## src/sv/isv_pkg.sv

```systemverilog
`timescale 1ns / 1ps
// ----------------------------------------------------------------------------
// isv_pkg
// Types, register codes and fixed-point helpers for the pixel variant block.
// ----------------------------------------------------------------------------
package isv_pkg;

  localparam int unsigned ADDR_W = 3;
  localparam int unsigned DATA_W = 32;
  localparam int unsigned CHAN_W = 8;
  localparam int unsigned PIX_W  = 32;

  localparam logic [11:0] GREY_DIS     = 12'd648;  // 216 * 3
  localparam logic [11:0] GREY_DIS_PRS = 12'd564;  // 188 * 3
  localparam logic [7:0]  ALPHA_OPAQUE = 8'd255;

  typedef enum logic {
    REG_ALPHA_MODE     = 1'b0,
    REG_VARIANT_ENABLE = 1'b1
  } isv_reg_e;

  typedef struct packed {
    logic       alpha_mode;
    logic [1:0] variant_enable;
  } isv_cfg_t;

  localparam int unsigned EN_DIS_BIT = 0;
  localparam int unsigned EN_PRS_BIT = 1;

  // floor(x / 5), exact for x < 1280
  function automatic logic [7:0] div5_f(input logic [11:0] x);
    logic [25:0] prod;
    prod = 26'(x) * 26'd13108;
    return prod[23:16];
  endfunction

  // floor(x / 10), exact for x < 2560
  function automatic logic [7:0] div10_f(input logic [11:0] x);
    logic [24:0] prod;
    prod = 25'(x) * 25'd6554;
    return prod[23:16];
  endfunction

  // floor(x / 100), exact for x < 25600
  function automatic logic [7:0] div100_f(input logic [14:0] x);
    logic [27:0] prod;
    prod = 28'(x) * 28'd5243;
    return prod[26:19];
  endfunction

  function automatic logic [31:0] pack_f(input logic [7:0] b0, input logic [7:0] b1,
                                         input logic [7:0] b2, input logic [7:0] a);
    return {a, b2, b1, b0};
  endfunction

endpackage

```

## src/sv/isv_cfg_regs.sv

```systemverilog
`timescale 1ns / 1ps
// ----------------------------------------------------------------------------
// isv_cfg_regs
// APB register file holding the mode and variant enable registers.
// ----------------------------------------------------------------------------
module isv_cfg_regs
  import isv_pkg::*;
(
  input  logic              clk_i,
  input  logic              rst_ni,
  input  logic              psel,
  input  logic              penable,
  input  logic              pwrite,
  input  logic [ADDR_W-1:0] paddr,
  input  logic [DATA_W-1:0] pwdata,
  output logic [DATA_W-1:0] prdata,
  output logic              pready,
  output isv_cfg_t          cfg_o
);

  isv_cfg_t cfg_q, cfg_d;
  isv_reg_e reg_sel;
  logic     wr_en;

  assign reg_sel = isv_reg_e'(paddr[2]);
  assign wr_en   = psel & penable & pwrite;
  assign pready  = 1'b1;

  always_comb begin
    cfg_d = cfg_q;
    if (wr_en) begin
      case (reg_sel)
        REG_ALPHA_MODE:     cfg_d.alpha_mode     = pwdata[0];
        REG_VARIANT_ENABLE: cfg_d.variant_enable = pwdata[1:0];
        default:            cfg_d = cfg_q;
      endcase
    end
  end

  always_comb begin
    case (reg_sel)
      REG_ALPHA_MODE:     prdata = {{(DATA_W-1){1'b0}}, cfg_q.alpha_mode};
      REG_VARIANT_ENABLE: prdata = {{(DATA_W-2){1'b0}}, cfg_q.variant_enable};
      default:            prdata = '0;
    endcase
  end

  always_ff @(posedge clk_i or negedge rst_ni) begin
    if (!rst_ni) begin
      cfg_q <= '0;
    end else begin
      cfg_q <= cfg_d;
    end
  end

  assign cfg_o = cfg_q;

endmodule

```

## config.mk

```make
export PLATFORM = sky130hd
export DESIGN_NAME = isv_cfg_regs
export DESIGN_NICKNAME = d
export VERILOG_FILES = /design/src/sv/isv_pkg.sv /design/src/sv/isv_cfg_regs.sv
export SDC_FILE = /design/constraint.sdc
export NUM_CORES = 1
export LEC_CHECK = 0
export BUFFER_PORTS_ARGS = -buffer_cell sky130_fd_sc_hd__buf_2
export CORE_MARGIN = 10
export CORE_UTILIZATION = 26
export CTS_CLUSTER_DIAMETER = 80
export DETAILED_ROUTE_END_ITERATION = 8
export PLACE_DENSITY = 0.9
export SKIP_CTS_REPAIR_TIMING = 1
export SLEW_MARGIN = 20
export SYNTH_ARGS = -nofsm -noshare
export SYNTH_HDL_FRONTEND = slang
export SYNTH_SLANG_ARGS = --single-unit
```

## constraint.sdc

```tcl
create_clock -name clk_i -period 1.2 [get_ports clk_i]
set_input_delay 0.06 -clock clk_i [delete_from_list [all_inputs] [get_ports clk_i]]
set_output_delay 0.06 -clock clk_i [all_outputs]
set_load 0.03 [all_outputs]
```

Yosys cells after proc, flatten, opt, wreduce, memory -nomap -nowiden
Index checks and enable logic that the tools add are counted.
{"block": "totals", "inputBits": 40, "reg_bits": 3, "elab_cells": 8, "output_inout_bits": 36}
{"block": "op_classes", "reduce_logical": 2, "n_bitwise": 3, "n_mux": 1}
{"operator": "$pmux 32 s2", "n": 1}
{"operator": "$reduce_and 2->1", "n": 2}
{"operator": "$and 1x1->1", "n": 2}
{"operator": "$not 1->1", "n": 1}

Depth between registers and ports, before layout
{"block": "depth", "ltp_word": 3, "mapped_depth": 2, "ltp_nobuf": 2}

Worst setup path after synthesis
No wires, ideal clock.
{"block": "synth_timing", "kind": "flip-flop to flip-flop", "startpoint": "register cfg_o[2] (netlist name)", "endpoint": "register cfg_q (netlist bit cfg_o[2])", "required_time_ps": 1072, "period_less_slack_ps": 922, "path_slack_ps": 278, "stages_incl_launch_ff": 2, "arrival_time_ps": 794, "setup_ps": 128, "n_path_buf": 0, "path_cell_list": "dfrtp_1 mux2_1"}
{"item": "end signal: assignment", "line_no": "isv_cfg_regs.sv:52", "rtl": "cfg_q <= cfg_d;"}
{"item": "end: declaration", "line_no": "isv_cfg_regs.sv:21", "rtl": "isv_cfg_t cfg_q, cfg_d;"}

Worst setup path after layout
{"block": "layout_timing", "startpoint": "register cfg_q (netlist bit cfg_o[0])", "endpoint": "output port prdata[0]"}
{"block": "layout_via", "elab_chain_len": 1}
{"item": "$pmux 32 s2", "line_no": "isv_cfg_regs.sv:41", "rtl": "case (reg_sel)"}
{"item": "end: declaration", "line_no": "isv_cfg_regs.sv:16", "rtl": "output logic [DATA_W-1:0] prdata,"}
Every way passes these cells. The select of a mux whose other input is x is not followed.

==> results.md <==
Run status
- complete, no violations — run status

CTS
- built — clock tree from TritonCTS
- 1 — CTS H-tree lvls
- 3 — clock net sink count
- 2 — Max clock buf depth
- 230 ps — later-pin clock latency in the skew report
- sky130_fd_sc_hd__clkbuf_4 — root buffer selected by CTS
- 3 — number of clock buffers inserted by TritonCTS
- 40 ps — clock transition at the registers of the reported paths

Route
- 846 µm — DRT Wirelength
- 1 — First-pass DRT Iterations
- 11.6 µm — post-DR wirelength/cell
- 237 — via count
- 0 — Post-DRT Antenna Nets
- 0 — Residual DRC
- 3.25 — Vias/cell
- 0 — iteration-0 DRC count of the detailed router

Timing
- 0 ps — Final Skew
- 0 — final count of hold timing violations
- false — unrepaired setup endpoints after global routing
- 0.931 — final critical-path share of the clock period
- 895 MHz — f_max
- 1120 ps — crit path time final
- 0 ps — Setup TNS
- 0 — Final Slew Violations
- 0 — endpoints failing setup

Setup path
- mux2_2 -> buf_2 — worst-path cell chain
- 1 — Worst Reg-to-Reg Cells
- 390 ps — maximum single-stage delay on the critical path
- primary output — nature of the critical path endpoint
- 1060 ps — critical path arrival
- reg2out — start-to-end type of the worst setup path
- 3 — CP max FO
- flip-flop — Worst Setup Start Kind
- 1140 ps — WP data required
- sky130_fd_sc_hd__dfrtp_1 — slowest library cell on the worst path

Finish
- 0 — Antenna Cells
- 99 — final-stage net count
- -2.29% — area growth from synthesis to layout
- 73 — post-route insts no fill
- 3 — Largest register FFs
- 0.328 — share of final-layout standard cells stronger than drive strength 1
- 374 µm² — final std cell area, no fill

Logic synthesis
- 0.608 — post-synth top area share
- 31 x sky130_fd_sc_hd__buf_4, 3 x sky130_fd_sc_hd__dfrtp_1, 3 x sky130_fd_sc_hd__mux2_2 — top cell types by occurrence after synthesis
- sky130_fd_sc_hd__buf_4 61%, sky130_fd_sc_hd__dfrtp_1 20%, sky130_fd_sc_hd__mux2_2 8.8% — synth top area cells
- 383 µm² — cell area after technology mapping
- 8 — count of distinct cell types in the synthesized netlist
- 0.196 — proportion of synthesized chip area in sequential cells
- 0 — yosys warns
- 8.90 µm² — post-synthesis area per instance
- 0 — count of flip-flops with a built-in enable after synthesis
- 43 — Cells after Synth
- sky130_fd_sc_hd__buf_4 — cell type with the highest aggregate area in the netlist
- 3 — number of flip-flops and latches in the synthesized netlist
- sky130_fd_sc_hd__buf_4 — most numerous cell in the Yosys netlist
- 1.00 — share of flip-flops with an asynchronous set or reset
- sky130_fd_sc_hd__dfrtp_1 — top_reg_cell synth

Min path
- 2 — cell count of the worst hold path
- in2reg — worst min path class

GRT
- 0.0459 — global-route total usage across every layer
- 0 — number of antenna violations at the first check in global routing
- 5 — pin count of the biggest net entering global routing
- 1.24 mm — first-pass GRT wire length
- 0 — global-route congestion overflow total
- 296 — number of global-route vias before repair

Die
- 0.00341 mm² — Die Outline Area
- 0.284 — effective utilization at floorplan
- 58.4 µm — Vert. Die Dim
- 58.4 µm — floorplan die width
- 0.00135 mm² — core box area
- 13 — Rows
- 76 — ports placed on the boundary

Placement
- 338 µm² — total placed instance area
- 12 — I/O Buffers
- 785 µm — DPL Wire Length
- 0.665 — GPL Wtd Cong
- 68 — DP Cell Count

Power
- 1640 mW/mm² — power density over the cells
- 0.000227 µW — cell leakage power
- 0.556 mV — highest ir drop seen on vdd

Job
- 0 — count of max-cap constraint violations

-- kinds of logic after synthesis --
logic type             count (synthesis)  synth area share
buffers and inverters                 31             0.608
multiplexers                           4             0.118
flip-flops                             3             0.196
AND/OR/NAND/NOR                        3            0.0588
other                                  2            0.0196
-- routing by layer --
metal | share of wire | routed length, µm | global-route usage | vias to the layer above
met1 | 0.25 | 210 | 0.0292 | 104
met2 | 0.51 | 435 | 0.0759 | 27
met3 | 0.21 | 179 | 0.0429 | 4
met4 | 0.025 | 21 | 0.0403 | 0
li1 | - | - | - | 102
met5 | 0 | 0 | 0 | -
-- worst paths after layout --
check / from / endpoint / slack [ps]
max: cfg_o[0]$_DFFE_PN0P_ / prdata[0] / 80
min: pwdata[1] / cfg_o[1]$_DFFE_PN0P_ / 60
max reg2reg: cfg_o[2]$_DFFE_PN0P_ / cfg_o[2]$_DFFE_PN0P_ / 410
min reg2reg: cfg_o[2]$_DFFE_PN0P_ / cfg_o[2]$_DFFE_PN0P_ / 510
max in group asynchronous: rst_ni / cfg_o[2]$_DFFE_PN0P_ / 950
min in group asynchronous: rst_ni / cfg_o[0]$_DFFE_PN0P_ / 150
-- power breakdown --
| part | internal, µW | leakage (µW) | switching (µW) |
|---|---|---|---|
| Combinational | 59.4 | 0.000176 | 236 |
| Sequential | 124 | 0.0000360 | 15.9 |
| Clock | 125 | 0.0000150 | 52.1 |
-- layout make-up --
class / count / area (µm²)
Fill cell: 145 / 976
Multi-Input combinational cell: 38 / 184
Sequential cell: 3 / 75.1
Timing Repair Buffer: 13 / 70.1
Clock buffer: 4 / 26.3
Tap cell: 15 / 18.8
-- worst max-delay path: cells and delay by family, from the launching register on --
family / cells / cell delay [ps]
DFF: 1 / 390
buffers and inverters: 1 / 180
muxes: 1 / 260
-- cell usage in the layout, fill, tap and decap left out --
cell type | netlist | final
sky130_fd_sc_hd__conb_1 | 2 | 31
sky130_fd_sc_hd__dfrtp_1 | 3 | 3
sky130_fd_sc_hd__clkbuf_1 | 0 | 1
sky130_fd_sc_hd__mux2_2 | 3 | 3
sky130_fd_sc_hd__mux2_1 | 1 | 1
sky130_fd_sc_hd__and2_2 | 1 | 1
sky130_fd_sc_hd__clkbuf_4 | 0 | 3
sky130_fd_sc_hd__nand4_1 | 1 | 1
sky130_fd_sc_hd__dlygate4sd3_1 | 0 | 1
sky130_fd_sc_hd__nand4b_1 | 1 | 1
sky130_fd_sc_hd__buf_2 | 0 | 12
-- stage by stage --
step | power [µW] | hold slack, ps | setup WS, ps | util
after floorplan | 448 | -236 | 278 | -
after global placement | 426 | -145 | 334 | 0.250
after detailed placement | 429 | -143 | 332 | 0.250
after CTS | 615 | -393 | 73.6 | 0.270
after global routing | 644 | 60.3 | 44.7 | 0.277
final | 612 | 61.1 | 83.0 | 0.277
Power figures use the tool's default switching activity.
