--- config.mk ---
export PLATFORM = sky130hd
export DESIGN_NAME = isv_calc
export DESIGN_NICKNAME = d
export VERILOG_FILES = /design/src/sv/isv_pkg.sv /design/src/sv/isv_calc.sv
export SDC_FILE = /design/constraint.sdc
export NUM_CORES = 2
export LEC_CHECK = 0
export BUFFER_PORTS_ARGS = -buffer_cell sky130_fd_sc_hd__buf_2
export CORE_ASPECT_RATIO = 1.2
export CORE_MARGIN = 5
export CORE_UTILIZATION = 50
export DETAILED_ROUTE_END_ITERATION = 7
export MAX_ROUTING_LAYER = met4
export PLACE_DENSITY = 0.67
export SYNTH_ARGS = -nofsm -noshare
export SYNTH_HDL_FRONTEND = slang
export SYNTH_SLANG_ARGS = --single-unit
--- constraint.sdc ---
create_clock -name vclk -period 75.4
set_clock_uncertainty 0.2 [all_clocks]
set_input_delay 11.31 -clock vclk [all_inputs]
set_output_delay 11.31 -clock vclk [all_outputs]
set_load 0.02 [all_outputs]
--- src/sv/isv_pkg.sv ---
`timescale 1ns / 1ps
// ----------------------------------------------------------------------------
// isv_pkg
// Types, register codes and fixed-point helpers for the pixel variant block.
// ----------------------------------------------------------------------------
package isv_pkg;

  localparam int unsigned ADDR_W = 3;
  localparam int unsigned DATA_W = 32;
  localparam int unsigned CHAN_W = 8;
  localparam int unsigned PIX_W  = 32;

  localparam logic [11:0] GREY_DIS     = 12'd648;  // 216 * 3
  localparam logic [11:0] GREY_DIS_PRS = 12'd564;  // 188 * 3
  localparam logic [7:0]  ALPHA_OPAQUE = 8'd255;

  typedef enum logic {
    REG_ALPHA_MODE     = 1'b0,
    REG_VARIANT_ENABLE = 1'b1
  } isv_reg_e;

  typedef struct packed {
    logic       alpha_mode;
    logic [1:0] variant_enable;
  } isv_cfg_t;

  localparam int unsigned EN_DIS_BIT = 0;
  localparam int unsigned EN_PRS_BIT = 1;

  // floor(x / 5), exact for x < 1280
  function automatic logic [7:0] div5_f(input logic [11:0] x);
    logic [25:0] prod;
    prod = 26'(x) * 26'd13108;
    return prod[23:16];
  endfunction

  // floor(x / 10), exact for x < 2560
  function automatic logic [7:0] div10_f(input logic [11:0] x);
    logic [24:0] prod;
    prod = 25'(x) * 25'd6554;
    return prod[23:16];
  endfunction

  // floor(x / 100), exact for x < 25600
  function automatic logic [7:0] div100_f(input logic [14:0] x);
    logic [27:0] prod;
    prod = 28'(x) * 28'd5243;
    return prod[26:19];
  endfunction

  function automatic logic [31:0] pack_f(input logic [7:0] b0, input logic [7:0] b1,
                                         input logic [7:0] b2, input logic [7:0] a);
    return {a, b2, b1, b0};
  endfunction

endpackage

--- src/sv/isv_calc.sv ---
`timescale 1ns / 1ps
// ----------------------------------------------------------------------------
// isv_calc
// Combinational pixel math: normal, pressed, disabled and disabled-pressed.
// ----------------------------------------------------------------------------
module isv_calc
  import isv_pkg::*;
(
  input  isv_cfg_t          cfg_i,
  input  logic [CHAN_W-1:0] chan0_i,
  input  logic [CHAN_W-1:0] chan1_i,
  input  logic [CHAN_W-1:0] chan2_i,
  input  logic [CHAN_W-1:0] alpha_i,
  output logic [PIX_W-1:0]  normal_o,
  output logic [PIX_W-1:0]  pressed_o,
  output logic [PIX_W-1:0]  disabled_o,
  output logic [PIX_W-1:0]  dis_prs_o
);

  logic [CHAN_W-1:0] c [3];
  logic [CHAN_W-1:0] p [3];
  logic [CHAN_W-1:0] d [3];
  logic [CHAN_W-1:0] x [3];
  logic [14:0]       grey_sum;
  logic [7:0]        grey;
  logic [CHAN_W-1:0] alpha_out;
  logic [CHAN_W-1:0] dis_alpha;
  logic              dis_on;
  logic              prs_on;

  assign c[0] = chan0_i;
  assign c[1] = chan1_i;
  assign c[2] = chan2_i;

  assign dis_on = cfg_i.variant_enable[EN_DIS_BIT];
  assign prs_on = cfg_i.variant_enable[EN_PRS_BIT];

  // 10/60/30 weighted grey
  assign grey_sum = 15'(c[0]) * 15'd10 + 15'(c[1]) * 15'd60 + 15'(c[2]) * 15'd30;
  assign grey     = div100_f(grey_sum);

  assign alpha_out = cfg_i.alpha_mode ? alpha_i : ALPHA_OPAQUE;
  assign dis_alpha = cfg_i.alpha_mode ? div10_f(12'(alpha_i) * 12'd3) : ALPHA_OPAQUE;

  always_comb begin
    for (int i = 0; i < 3; i++) begin
      p[i] = div5_f({2'b00, c[i], 2'b00});
      if (cfg_i.alpha_mode) begin
        d[i] = div10_f(12'(grey) * 12'd7 + 12'(c[i]) * 12'd3);
        x[i] = div5_f({2'b00, d[i], 2'b00});
      end else begin
        d[i] = div5_f(GREY_DIS + {3'b000, c[i], 1'b0});
        x[i] = div5_f(GREY_DIS_PRS + {3'b000, c[i], 1'b0});
      end
    end
  end

  assign normal_o   = pack_f(c[0], c[1], c[2], alpha_out);
  assign pressed_o  = prs_on ? pack_f(p[0], p[1], p[2], alpha_out) : '0;
  assign disabled_o = dis_on ? pack_f(d[0], d[1], d[2], dis_alpha) : '0;
  assign dis_prs_o  = (dis_on && prs_on) ? pack_f(x[0], x[1], x[2], dis_alpha) : '0;

endmodule

## Word level (Yosys, flattened, before mapping)

Index checks and enable logic that the tools add are counted.

| operators by class | value |
|---|---|
| reductions and logical operators | 1 |
| $add $sub $neg | 11 |
| muxes and demuxes | 11 |
| multipliers | 25 |

Operators by type and width:

| cell | number |
|---|---|
| multiplier 11 x 12 -> 22 bit (second input constant) | 6 |
| multiplier 8 x 12 -> 20 bit (second input constant) | 6 |
| 2-to-1 mux 32 bit | 3 |
| multiplier 12 x 12 -> 23 bit (second input constant) | 3 |
| adder 10 x 9 -> 11 bit (first input constant) | 6 |
| 2-to-1 mux 8 bit | 8 |
| multiplier 8 x 2 -> 10 bit (second input constant) | 4 |
| adder 11 x 10 -> 12 bit | 3 |
| multiplier 15 x 13 -> 27 bit (second input constant) | 1 |
| multiplier 8 x 4 -> 12 bit (second input constant) | 2 |
| multiplier 10 x 12 -> 22 bit (second input constant) | 1 |
| multiplier 8 x 3 -> 11 bit (second input constant) | 2 |
| adder 12 x 14 -> 15 bit | 1 |
| adder 15 x 13 -> 15 bit | 1 |
| logical AND 1 bit | 1 |

| word-level totals | value |
|---|---|
| logic and storage cells | 48 |
| input bits | 35 |
| register bits | 0 |
| output and inout port bits | 128 |

## Logic depth before layout (Yosys ltp)

| logic depth | value |
|---|---|
| depth after elaboration | 10 |
| mapped depth | 93 |
| depth with buffers taken out | 91 |

## Worst setup path before layout

OpenSTA, ideal clock, no wires.

| timing path | value |
|---|---|
| kind | in2out |
| start | input chan2_i[2] |
| end | output dis_prs_o[14] |
| path slack | 32,749 ps |
| stages | 85 |
| buffers on the path | 1 |
| arrival | 31,141 ps |
| path through | clkbuf_1 > inv_1 > fa_1 > fa_1 > inv_1 > ha_1 > a21oi_1 > o21ai_0 > a21o_1 > a21o_1 > a21o_1 > a21oi_1 > xnor2_1 > fa_1 > ha_1 > nand3_1 > o21ai_1 > nor2_1 > [49 not listed] > o21ai_1 > nand2b_1 > xnor2_1 > inv_1 > ha_1 > inv_1 > fa_1 > fa_1 > fa_1 > inv_1 > ha_1 > a21oi_1 > o21a_1 > o21ai_0 > a2111o_1 > nand2_1 > o21ai_1 > o32ai_1 |

| on the way | value |
|---|---|
| word-level cells in the longest chain between the ends | 9 |

RTL lines:

| what | RTL line | source |
|---|---|---|
| start: declaration | isv_calc.sv:12 | `input logic [CHAN_W-1:0] chan2_i,` |
| multiplier 8 x 4 -> 12 bit | isv_calc.sv:39 | `assign grey_sum = 15'(c[0]) * 15'd10 + 15'(c[1]) * 15'd60 + 15'(c[2]) * 15'd30;` |
| adder 15 x 13 -> 15 bit | isv_calc.sv:39 |  |
| multiplier 15 x 13 -> 27 bit | isv_pkg.sv:47 | `prod = 28'(x) * 28'd5243;` |
| multiplier 8 x 3 -> 11 bit | isv_calc.sv:49 | `d[i] = div10_f(12'(grey) * 12'd7 + 12'(c[i]) * 12'd3);` |
| adder 11 x 10 -> 12 bit | isv_calc.sv:49 |  |
| multiplier 12 x 12 -> 23 bit | isv_pkg.sv:40 | `prod = 25'(x) * 25'd6554;` |
| multiplier 8 x 12 -> 20 bit | isv_pkg.sv:33 | `prod = 26'(x) * 26'd13108;` |
| 2-to-1 mux 8 bit | isv_calc.sv:48 | `if (cfg_i.alpha_mode) begin` |
| 2-to-1 mux 32 bit | isv_calc.sv:61 | `assign dis_prs_o = (dis_on && prs_on) ? pack_f(x[0], x[1], x[2], dis_alpha) : '0;` |
| end: declaration | isv_calc.sv:17 | `output logic [PIX_W-1:0] dis_prs_o` |

Every way passes these cells.

## Worst setup path in the final report

| timing path | value |
|---|---|
| start | input chan2_i[1] |
| end | output dis_prs_o[14] |

Same word-level chain as after synthesis.

==> run summary <==
After detailed placement, the total cell area comes to 38890 um2. The post-cts sizing count came out at 0. The share of cell area taken by muxes after synthesis came out at 0.003272. Setup repair after global routing left no endpoint under its margin. The adder-cell area share of the yosys netlist works out to 0.6666. Along the worst path, the maximum fanout reaches 13. Filler cell count: 6778.

After detailed placement, the design holds a cell count of 5108. In this run the worst setup path begins at chan2_i[1]. The share of the core filled with cells is 0.5281. The wire-length estimate of the detail-placed layout is 77150 um. Synthesis produced a netlist whose cell count is 4039. The startpoint identified for the worst hold timing path is chan1_i[4]. The run gives 0 as the post-detailed-route count of antenna-violating nets. The critical path crosses 82 cells after its start point.

Timing would allow up to 22.35 MHz. STA classifies the critical path endpoint as an output pin. Data on the critical path arrives at its endpoint at 33230 ps. After synthesis, the largest family of logic cells by area is adder cells. The logs give 63890 ps for the data required time at the worst endpoint and 37090 um2 for the post-synthesis instance area.

The total number of vias is 26290. The finished cells cover 38890 um2. The simple-gate area share of the yosys netlist came out at 0.05910. The class of the tightest hold or removal check is in -> out.

For the number of max-cap violations, the log shows 0. The delay contributed by the slowest stage of the critical path was 800 ps; the sequential-to-total area share from yosys stat was 0. The floorplan step defined a die boundary enclosing 79750 um2.

The tools report the net count reported at finish as 5869. The initial standard-cell utilization of the core is 0.5036. The logs give 109 for the number of rows in the core area and 0 for the number of setup buffers added after CTS.

The cell with the most instances on the worst path was sky130_fd_sc_hd__fa_1. The multi-input combinational cells in the finished layout cover a total of 32720 um2. For the routability congestion estimate, the log shows 0.9031. After detailed routing, the number of remaining DRC violations is 0.

During placement, the flow inserted port buffers numbering 163. Number of buffers and inverters on the critical path: 16. For this design the top-level I/O count stands at 163. The tools report the overflow left after global routing as 0.

The category of the most critical setup path was in -> out. Dividing the detail-routed via count by the number of cells gives 5.144. The all-layer global routing usage is 0.2186, and the setup total negative slack is 0 ps. The slowest stage of the critical path is the sky130_fd_sc_hd__xnor2_1 cell. For the number of buffers inserted by hold repair at cts, the log shows 0. Entering global routing, the biggest net connects 55 pins.

The fraction of the mapped netlist area in compound gates works out to 0.08444. For the pin with the worst max-slew slack, the measured transition is 1014 ps. Measured along the y axis, the die boundary spans 308.4 um. Once layout is complete, the cells apart from fillers number 5110. For this block, the initial DRC count from the detailed router was 883.

For the routed wire length, the log shows 83700 um. The tools report the global-route wire length before repair as 139400 um. The core region area was 73650 um2. After synthesis, the mean cell area works out to 9.183 um2. The run finished with clean final reports. Worst max-slew margin expressed relative to the limit: 0.3193. The post-route clock period utilization was 0.5933; the mean routed wirelength per cell was 16.38 um. The design has 0 sequential cells.

The run gives 0 um2 as the flip-flop and latch area. The tools report the number of search-and-repair iterations in the first detailed-routing pass as 5. The proportion of layout cells with a drive suffix above 1 is 0.04946, and the floorplan die width is 258.6 um. The post-synthesis xor/xnor area fraction is 0.06868, and the max-slew violation count is 0. For the hold violation count in the final report, the log shows 0. The number of antenna violations at the first check in global routing is 3. The number of global-route vias before repair is 27900, and the area overhead of the layout relative to synthesis is 4.858%. The cell type group with the largest total delay on the critical path was adder cells. The worst hold path passes through 2 cells. STA classifies the critical path startpoint as an input pin. The synthesis warning total is 0. The net count after synthesis came out at 5741. Setup violations remaining at the end of the flow were counted as 0.

The tools report the number of library cell types mapped by synthesis as 72. Clock period minus final worst setup slack: 44740 ps. The clock tree buffer count of the final layout is 0.
synthesized netlist by cell type (14+ instances only):
cell,n,area share
sky130_fd_sc_hd__clkbuf_1,18,0.0018
sky130_fd_sc_hd__a21oi_1,164,0.022
sky130_fd_sc_hd__nor2b_1,24,0.0040
sky130_fd_sc_hd__xnor2_1,208,0.049
sky130_fd_sc_hd__nor3_1,33,0.0045
sky130_fd_sc_hd__a31oi_1,22,0.0037
sky130_fd_sc_hd__a211oi_1,14,0.0028
sky130_fd_sc_hd__nand2_1,98,0.0099
sky130_fd_sc_hd__and2_1,32,0.0054
sky130_fd_sc_hd__nor2_1,130,0.013
sky130_fd_sc_hd__o21ai_1,27,0.0036
sky130_fd_sc_hd__o21bai_1,44,0.0089
sky130_fd_sc_hd__nand3_1,35,0.0047
sky130_fd_sc_hd__ha_1,1152,0.39
sky130_fd_sc_hd__inv_1,1095,0.11
sky130_fd_sc_hd__a21o_1,55,0.011
sky130_fd_sc_hd__xor2_1,81,0.019
sky130_fd_sc_hd__o21a_1,21,0.0043
sky130_fd_sc_hd__nand2b_1,23,0.0039
sky130_fd_sc_hd__and3_1,18,0.0030
sky130_fd_sc_hd__fa_1,515,0.28
sky130_fd_sc_hd__o21ai_0,39,0.0053
sky130_fd_sc_hd__buf_4,24,0.0049
through the flow:
| step | setup WS (ps) | hold WS (ps) |
|---|---|---|
| after floorplan | 32750 | 22530 |
| after global placement | 31060 | 22760 |
| after detailed placement | 30660 | 22760 |
| after CTS | 30610 | 22760 |
| after global routing | 29020 | 22770 |
| final | 30660 | 22750 |
kinds of logic (layout without fill, tap and decap cells):
group,count (synthesis),after routing
adder cells (fa/ha/maj),1667,1667
buffers and inverters,1141,1267
AO/OA/AOI/OAI,480,480
AND/OR/NAND/NOR,449,449
XOR/XNOR,290,290
multiplexers,12,12
other,0,2
per-layer routing:
metal | vias to the layer above | track usage | wire [um]
met3 | 64 | 0.02186 | 3051
met1 | 12630 | 0.2864 | 38800
li1 | 13230 | - | -
met4 | 0 | 0.02916 | 1408
met2 | 362 | 0.3800 | 40440
met5 | - | - | 0
layout make-up:
cell class	instances	area share
Timing Repair Buffer	171	0.02252
Antenna cell	2	0.0001287
Inverter	1096	0.1058
Tap cell	943	0.03034
Multi-Input combinational cell	2898	0.8412
placed cells by master, fill, tap and decap left out, drive strengths merged, types with 7 or more instances in the layout:
cell        n
nand2b     23
a211oi     16
nor2b      24
o21bai     44
o211ai      9
buf       171
nand2      98
or3         8
fa        515
a21o       55
o22ai      12
or2        13
o21ai      66
xnor2     208
inv      1096
nand4      12
xor2       82
and2       32
a21oi     165
nor3       33
a31oi      23
nand3      35
nor2      131
o2111ai     7
and3       18
o21a       21
a31o        9
ha       1152
mux2i      11
worst paths after layout:
check / endpoint / slack (ps)
worst max-delay path: dis_prs_o[14] / 30660
worst min-delay path: normal_o[12] / 22750
